[src/rtl/lpht_ram.sv]
// generic simple dual-port ram with registered read
`timescale 1ns / 1ps
module lpht_ram #(
    parameter int WIDTH = 8,
    parameter int DEPTH = 16
) (
    input  logic                     aclk,
    input  logic                     wr_en,
    input  logic [$clog2(DEPTH)-1:0] wr_addr,
    input  logic [WIDTH-1:0]         wr_data,
    input  logic [$clog2(DEPTH)-1:0] rd_addr,
    output logic [WIDTH-1:0]         rd_data
);

    logic [WIDTH-1:0] mem [DEPTH];

    always_ff @(posedge aclk) begin
        if (wr_en) begin
            mem[wr_addr] <= wr_data;
        end
        rd_data <= mem[rd_addr];
    end

endmodule

[config.mk]
export PLATFORM = sky130hd
export DESIGN_NAME = lpht_ram
export DESIGN_NICKNAME = d
export VERILOG_FILES = /design/src/rtl/lpht_ram.sv
export SDC_FILE = /design/constraint.sdc
export NUM_CORES = 1
export LEC_CHECK = 0
export ABC_AREA = 1
export BUFFER_PORTS_ARGS = -buffer_cell sky130_fd_sc_hd__buf_2
export CAP_MARGIN = 20
export CORE_ASPECT_RATIO = 0.75
export CORE_MARGIN = 3
export CORE_UTILIZATION = 28
export DETAILED_ROUTE_END_ITERATION = 10
export PLACE_DENSITY_LB_ADDON = 0.08
export RECOVER_POWER = 50
export SYNTH_ARGS = -nofsm -noshare
export SYNTH_HDL_FRONTEND = slang
export SYNTH_SLANG_ARGS = --single-unit
[constraint.sdc]
create_clock -name aclk -period 1.1 [get_ports aclk]
set_input_delay 0.11 -clock aclk [delete_from_list [all_inputs] [get_ports aclk]]
set_output_delay 0.11 -clock aclk [all_outputs]
set_load 0.005 [all_outputs]
==> impl_summary.txt, run 1 <==
----------------------------------------------------
[GRT]
  Vias in the first global route ... 3746
  Wire length of the first global-routing pass ... 23.72 mm
  Routing layer with the top usage in global route ... met1
  GR met1 Demand/Resource ... 22.93%
  Global-route congestion overflow total ... 0
  Antenna violations before repair ... 0
  Total routing resource utilization after global routing ... 14.92%
  Maximum number of pins on one net before global-route repair ... 32
  Global routing usage on met3 ... 3.725%
  GR Util met2 ... 20.05%

[Timing]
  Count of endpoints failing hold in the final timing report ... 0
  Aggregate negative setup slack ... 0 ns
  Fmax ... 0.9449 GHz
  Fraction of the cycle the final worst path needs ... 96.22%
  Transition at the pin with the smallest max-transition slack ... 1.071 ns
  Worst-case setup margin in the final layout ... 0.04163 ns
  Number of setup violations in the final report ... 0
  Setup skew after layout ... 0.007472 ns
  Worst max-slew margin expressed relative to the limit ... 28.57%
  RSZ-0062 raised after global routing ... false
  Final Critical Period ... 1.058 ns
  Slew Viols, Final ... 0

[Detailed routing]
  Number of violations reported at the end of detailed-routing iteration 0 ... 289
  Post-DR vias/cell ... 4.319
  Post-route antenna net violation count ... 0
  Detailed-route wire length ... 15.48 mm
  DR WL/cell ... 17.71 um
  Drc violations ... 0
  Pre-antenna DRT Iters ... 4
  Vias post-DR ... 3775

[Worst setup path]
  Data arrival time at the worst-slack endpoint ... 1.37 ns
  Sequence of cells on the critical path ... inv_1 -> nand2_1 -> nand3_1 -> nand3_1 -> nand3_2 -> nand2_1
  Number of buffer and inverter stages on the critical path ... 1
  Highest fanout seen on the critical path ... 1
  Origin of the critical flop-to-flop path ... mem[11][4]$_DFFE_PP_
  Register-to-register path setup slack ... 0.04 ns
  Reg-to-reg critical path endpoint ... rd_data[4]$_DFF_P_
  Worst Reg-to-Reg Cells ... 6
  Critical path startpoint category ... flop
  Setup CP Type ... flop to flop
  Levels on crit path ... 6
  Worst setup path endpoint ... rd_data[4]$_DFF_P_
  Delay of the slowest critical-path stage ... 0.36 ns
  Delay-heaviest family, CP ... simple AND/OR/NAND/NOR gates
  CP max-delay cell ... sky130_fd_sc_hd__edfxtp_1
  Worst setup path startpoint ... mem[11][4]$_DFFE_PP_
  Element type at the critical path end ... flop
  Required time worst endpoint ... 1.41 ns

[CTS]
  CTS H-tree depth ... 4
  Clk Tree Root Cell ... sky130_fd_sc_hd__clkbuf_16
  # resized after CTS ... 0
  Worst skew pair latency ... 0.41 ns
  TritonCTS buffer count ... 17
  CTS max path bufs ... 2
  Number of setup buffers added after CTS ... 0
  Hold-fix buffers at CTS ... 0
  Worst-path clk slew ... 0.06 ns
  Clock tree from TritonCTS ... built
  Clock Sinks ... 136

[Power]
  IR drop worst, VDD ... 682.5 uV
  Power density over cell area ... 1766 mW/mm^2
  Leakage power figure ... 3.008 nW

[Outcome]
  Result of the run ... finished, final reports clean

[Floorplanning]
  Number of top-level pins ... 26
  DIE AREA ... 0.02237 mm^2
  DIE HEIGHT ... 130.3 um
  Effective utilization at floorplan ... 29.18%
  Number of cell rows ... 44
  Placeable core region ... 0.01976 mm^2
  DIE WIDTH ... 171.7 um

[Run]
  Number of max-cap violations ... 0

[Logic synthesis]
  Yosys Warn Count ... 0
  Net Count, Synth ... 569
  Cell type with the largest total area after synthesis ... sky130_fd_sc_hd__edfxtp_1
  Synth Register Bits ... 136
  Leading cell types by count after synthesis ... sky130_fd_sc_hd__nand2_1 (173), sky130_fd_sc_hd__edfxtp_1 (128), sky130_fd_sc_hd__inv_1 (100)
  Unique cell type count in the Yosys netlist ... 12
  Most repeated cell in the gate-level netlist after synthesis ... sky130_fd_sc_hd__nand2_1
  Number of flops mapped to enable cells by yosys ... 128
  Cell area after synthesis ... 0.005767 mm^2
  Share of the synthesized area in the top cell type ... 66.65%
  Synth Flop Type ... sky130_fd_sc_hd__edfxtp_1
  Average instance area after synthesis ... 10.47 um^2
  Instance count of the mapped netlist ... 551
  Sequential-to-total area share from yosys stat ... 69.43%
  Synth area leaders ... sky130_fd_sc_hd__edfxtp_1 (67%), sky130_fd_sc_hd__nand2_1 (11%), sky130_fd_sc_hd__nand3_1 (8.4%)
  Synth async-reset ratio ... 0%

[Placement]
  Count of input and output buffers ... 25
  Post-placement worst setup slack ... -0.1869 ns
  Routability Congestion ... 0.7912
  Placed Instances ... 842
  Half-perimeter wire length of the detailed placement result ... 9.975 mm

[Finish]
  Layout area overhead ... 21.85%
  Non-filler cells in the finished layout ... 874
  Diode count ... 0
  Layout net count ... 626
  Share of final-layout standard cells stronger than drive strength 1 ... 14.01%
  Fraction of the core area covered by cells at the end of the flow ... 35.55%
  Filler cells ... 1942

[Min path]
  Hold Path Origin ... rd_addr[3]
  Hold WC Path Type ... input port to flop

----------------------------------------------------
[flip-flops by register name, indices dropped and copies added (netlist names)]
register  count
mem         128
rd_data       8
[tightest hold or removal path, cell delays in order]
cell and delay [ns]:
sky130_fd_sc_hd__buf_2 0.10, sky130_fd_sc_hd__buf_4 0.18, sky130_fd_sc_hd__nand3_1 0.09, sky130_fd_sc_hd__nand2_1 0.05
[kinds of logic after synthesis]
kind of cell / after synthesis / synth area share (%)
buf+inv: 126 / 9.525
flops: 136 / 69.43
simple gates: 289 / 21.05
[layer usage]
| metal | share of wire [%] | vias up | routed length [um] |
|---|---|---|---|
| li1 | - | 1885 | - |
| met1 | 54 | 1800 | 8285 |
| met4 | 1.9 | 0 | 296 |
| met2 | 39 | 72 | 5988 |
| met5 | 0 | - | 0 |
| met3 | 5.9 | 18 | 909 |
[through the flow]
stage          total power, mW  hold slack (ns)  area, um^2
2_1_floorplan            6.341           0.2089        5767
3_3_place_gp             6.778           0.4921        6420
3_5_place_dp             6.778           0.4987        6420
4_1_cts                  12.53           0.1313        7012
5_1_grt                  12.87           0.1754        7027
6_report                 12.41           0.1462        7027
[cell type report]
class	count	area, um^2	share of cell area (%)
Inverter	102	382.9	5.449
Multi-Input combinational cell	289	1244	17.70
Timing Repair Buffer	62	488.0	6.944
Clock inverter	9	123.9	1.763
Sequential cell	136	4004	56.98
Tap cell	253	316.6	4.505
Clock buffer	23	467.9	6.660
[where the power goes]
group	internal, mW	total [mW]	switching (mW)
logic	0.274	0.830	0.556
registers	5.80	5.83	0.0334
clock network	3.67	5.75	2.08
total	9.74	12.4	2.67
[worst min-delay path by stage]
stage	end	slack, ns	depth (start not counted)
floorplan	mem[0][0]$_DFFE_PP_	0.21	0
detailed placement	rd_data[3]	0.50	1
global placement	rd_data[6]	0.49	1
finish	rd_data[1]$_DFF_P_	0.15	4
CTS	mem[10][2]$_DFFE_PP_	0.13	1
global route	rd_data[4]$_DFF_P_	0.18	4
[cell usage in the layout (no fill, tap or decap), drive strengths merged]
cell        n
bufinv      3
dfxtp       8
clkinv      4
nand3      97
nor2       17
nand2     173
buf        52
inv       102
clkbuf     33
edfxtp    128
nand3b      2
clkinvlp    2
No activity file was read; power rests on OpenSTA's default activity.
==> inputs of run 2 (changes only) <==
--- a/config.mk
+++ b/config.mk
@@ -8,9 +8,9 @@
 export ABC_AREA = 1
 export BUFFER_PORTS_ARGS = -buffer_cell sky130_fd_sc_hd__buf_2
 export CAP_MARGIN = 20
-export CORE_ASPECT_RATIO = 0.75
+export CORE_ASPECT_RATIO = 0.6
 export CORE_MARGIN = 3
-export CORE_UTILIZATION = 28
+export CORE_UTILIZATION = 40
 export DETAILED_ROUTE_END_ITERATION = 10
 export PLACE_DENSITY_LB_ADDON = 0.08
 export RECOVER_POWER = 50
==> run 2 against run 1 <==
Compared with the run above: non-clock buffer count rose by 4; setup slack lost 0.0092 ns; register-to-register slack about the same; largest cell class unchanged; sequential power about the same; critical endpoint is now rd_data[5]$_DFF_P_.
==> impl_summary.txt, run 2 (synthesis results as in run 1) <==
----------------------------------------------------
[GRT]
  Total routing resource utilization after global routing ... 18.81% (+3.9 points)
  Antenna violations before repair ... 0 (unchanged)
  Maximum number of pins on one net before global-route repair ... 43 (+34%)
  Global-route congestion overflow total ... 0 (unchanged)
  Wire length of the first global-routing pass ... 21.71 mm (-8.5%)
  Vias in the first global route ... 3590 (-4.2%)

[CTS]
  # resized after CTS ... 0 (unchanged)
  Worst skew pair latency ... 0.41 ns (about the same)
  CTS H-tree depth ... 4 (unchanged)
  Clk Tree Root Cell ... sky130_fd_sc_hd__clkbuf_16
  Clock Sinks ... 136 (unchanged)
  Number of setup buffers added after CTS ... 0 (unchanged)
  TritonCTS buffer count ... 17 (unchanged)
  Clock tree from TritonCTS ... built
  Hold-fix buffers at CTS ... 0 (unchanged)
  Worst-path clk slew ... 0.06 ns (about the same)
  CTS max path bufs ... 2 (unchanged)

[Detailed routing]
  DR top layer ... met4
  DR WL/cell ... 17.32 um (-2.2%)
  Length of routed wiring on met1 ... 7.062 mm (-15%)
  Vias post-DR ... 3864 (+2.4%)
  Detailed route wirelength on metal3 ... 937 um (+3.1%)
  Pre-antenna DRT Iters ... 5 (+1)
  Drc violations ... 0 (unchanged)
  Number of violations reported at the end of detailed-routing iteration 0 ... 380 (+31%)
  Detailed-route wire length ... 14.15 mm (-8.6%)
  Detailed-routed wire length on met2 ... 6.116 mm (+2.1%)
  Post-route antenna net violation count ... 0 (unchanged)
  Post-DR vias/cell ... 4.729 (+9.5%)

[Placement]
  Count of input and output buffers ... 25 (unchanged)
  Routability Congestion ... 0.8536 (+7.9%)
  Half-perimeter wire length of the detailed placement result ... 9.165 mm (-8.1%)
  Placed Instances ... 785 (-6.8%)

[Floorplanning]
  Effective utilization at floorplan ... 41.57% (+12 points)
  Number of cell rows ... 33 (-25%)
  DIE WIDTH ... 161.0 um (-6.2%)
  Placeable core region ... 0.01387 mm^2 (-30%)
  DIE AREA ... 0.01594 mm^2 (-29%)
  DIE HEIGHT ... 99.01 um (-24%)
  Number of top-level pins ... 26 (unchanged)

[Outcome]
  Result of the run ... finished, final reports clean

[Worst setup path]
  Required time worst endpoint ... 1.40 ns (about the same)
  Critical path startpoint category ... flop
  Element type at the critical path end ... flop
  Highest fanout seen on the critical path ... 1 (unchanged)
  Sequence of cells on the critical path ... inv_1 -> nand2_1 -> nand3_1 -> nand3_1 -> nand3_1 -> nand2_1
  Delay of the slowest critical-path stage ... 0.36 ns (about the same)
  Setup CP Type ... flop to flop
  Data arrival time at the worst-slack endpoint ... 1.37 ns (about the same)
  Origin of the critical flop-to-flop path ... mem[11][5]$_DFFE_PP_
  Most repeated library cell on the critical path ... sky130_fd_sc_hd__nand3_1
  Worst Reg-to-Reg Cells ... 6 (unchanged)
  Reg-to-reg critical path endpoint ... rd_data[5]$_DFF_P_
  Register-to-register path setup slack ... 0.03 ns (about the same)
  CP max-delay cell ... sky130_fd_sc_hd__edfxtp_1

[Finish]
  Commonest non-fill, non-tap cell in the layout ... sky130_fd_sc_hd__nand2_1
  Layout area overhead ... 19.61%
  Non-filler cells in the finished layout ... 817 (-6.5%)
  Layout net count ... 630 (+0.64%)
  Biggest regs ... mem (128), rd_data (8)
  Share of final-layout standard cells stronger than drive strength 1 ... 13.92% (-0.090 points)
  Max reg flops ... 128 (unchanged)
  Diode count ... 0 (unchanged)
  Highest-count cells in the layout ignoring fill and taps ... sky130_fd_sc_hd__nand2_1 (173), sky130_fd_sc_hd__edfxtp_1 (128), sky130_fd_sc_hd__inv_1 (100)
  Largest register by flop count ... mem

[Timing]
  RSZ-0062 raised after global routing ... false
  Worst max-slew margin expressed relative to the limit ... 32.63% (+4.1 points)
  Final Critical Period ... 1.068 ns (+0.009226 ns)
  Count of endpoints failing hold in the final timing report ... 0 (unchanged)
  Fmax ... 0.9367 GHz (-0.86%)
  Setup skew after layout ... 0.006652 ns (-0.0008200 ns)
  Number of setup violations in the final report ... 0 (unchanged)
  Tightest hold margin ... 0.04397 ns (-0.1022 ns)
  Transition at the pin with the smallest max-transition slack ... 1.011 ns (-0.06081 ns)
  Slew Viols, Final ... 0 (unchanged)
  Fraction of the cycle the final worst path needs ... 97.05% (+0.84 points)

[Run]
  Number of max-cap violations ... 0 (unchanged)

[Min path]
  Hold path endpoint ... rd_data[2]$_DFF_P_
  Hold Path Origin ... rd_addr[3]
  Hold WC Path Type ... input port to flop
  Hold Path Cell Cnt ... 3 (-1)

[Power]
  Power density over cell area ... 1730 mW/mm^2 (-2.0%)
  IR drop worst, VDD ... 858.8 uV (+26%)
  Leakage power figure ... 2.984 nW (-0.79%)
  Sum of internal, switching and leakage power ... 11.93 mW (-3.8%)

----------------------------------------------------
run 2: cell types whose count changed in the layout (fill, tap and decap cells not counted), moves of 2 or more:
cell                         before  now
sky130_fd_sc_hd__buf_4           28   32
sky130_fd_sc_hd__bufinv_16        3    1
sky130_fd_sc_hd__clkbuf_1        14   12
sky130_fd_sc_hd__clkbuf_8         2    0
sky130_fd_sc_hd__clkinv_4         0    4
sky130_fd_sc_hd__clkinvlp_4       2    4
sky130_fd_sc_hd__inv_6            0    2
sky130_fd_sc_hd__nand3_1         91   97
sky130_fd_sc_hd__nand3_2          6    0
run 2: critical path: cells and delay by family, from the launching register on:
family        cells  cell delay [ns]
flops             1             0.36
buf+inv           1             0.06
simple gates      5             0.55
run 2: how the worst max path moves through the flow:
| stage | start | end | slack, ns |
|---|---|---|---|
| 6_report | mem[11][5]$_DFFE_PP_ | rd_data[5]$_DFF_P_ | 0.03 |
| 5_1_grt | mem[11][1]$_DFFE_PP_ | rd_data[1]$_DFF_P_ | 0.01 |
| 4_1_cts | mem[11][5]$_DFFE_PP_ | rd_data[5]$_DFF_P_ | 0.04 |
| 3_5_place_dp | rd_addr[0] | rd_data[4]$_DFF_P_ | -0.12 |
| 3_3_place_gp | rd_addr[0] | rd_data[4]$_DFF_P_ | -0.10 |
| 2_1_floorplan | wr_addr[3] | mem[4][0]$_DFFE_PP_ | 0.04 |
run 2: cell type report:
class,instances,area [um^2]
clock buffer,18,429.2
clock inverter,14,126.4
fill,1285,6975
inverter,102,382.9
multi-input combinational,289,1214
sequential,136,4004
tap,192,240.2
timing repair buffer,66,501.7
run 2: routing by layer:
layer	track usage, %	vias up
met5	0	-
met2	26.15	132
met4	4.560	0
met3	4.746	4
li1	-	1909
met1	29.39	1819
run 2: through the flow:
| stage | area [um^2] | TNS (ns) | setup WS, ns | util (%) |
|---|---|---|---|---|
| CTS | 6917 | 0 | 0.04414 | 49.86 |
| floorplan | 5767 | 0 | 0.03916 | - |
| global route | 6898 | 0 | 0.01458 | 49.72 |
| global placement | 6361 | -0.9389 | -0.1004 | 45.85 |
| finish | 6898 | 0 | 0.03241 | 49.72 |
| detailed placement | 6361 | -1.098 | -0.1216 | 45.85 |
run 2: power breakdown:
part,internal (mW),switching (mW)
registers,5.80,0.0378
clock network,3.12,2.19
logic,0.267,0.528
total,9.18,2.76
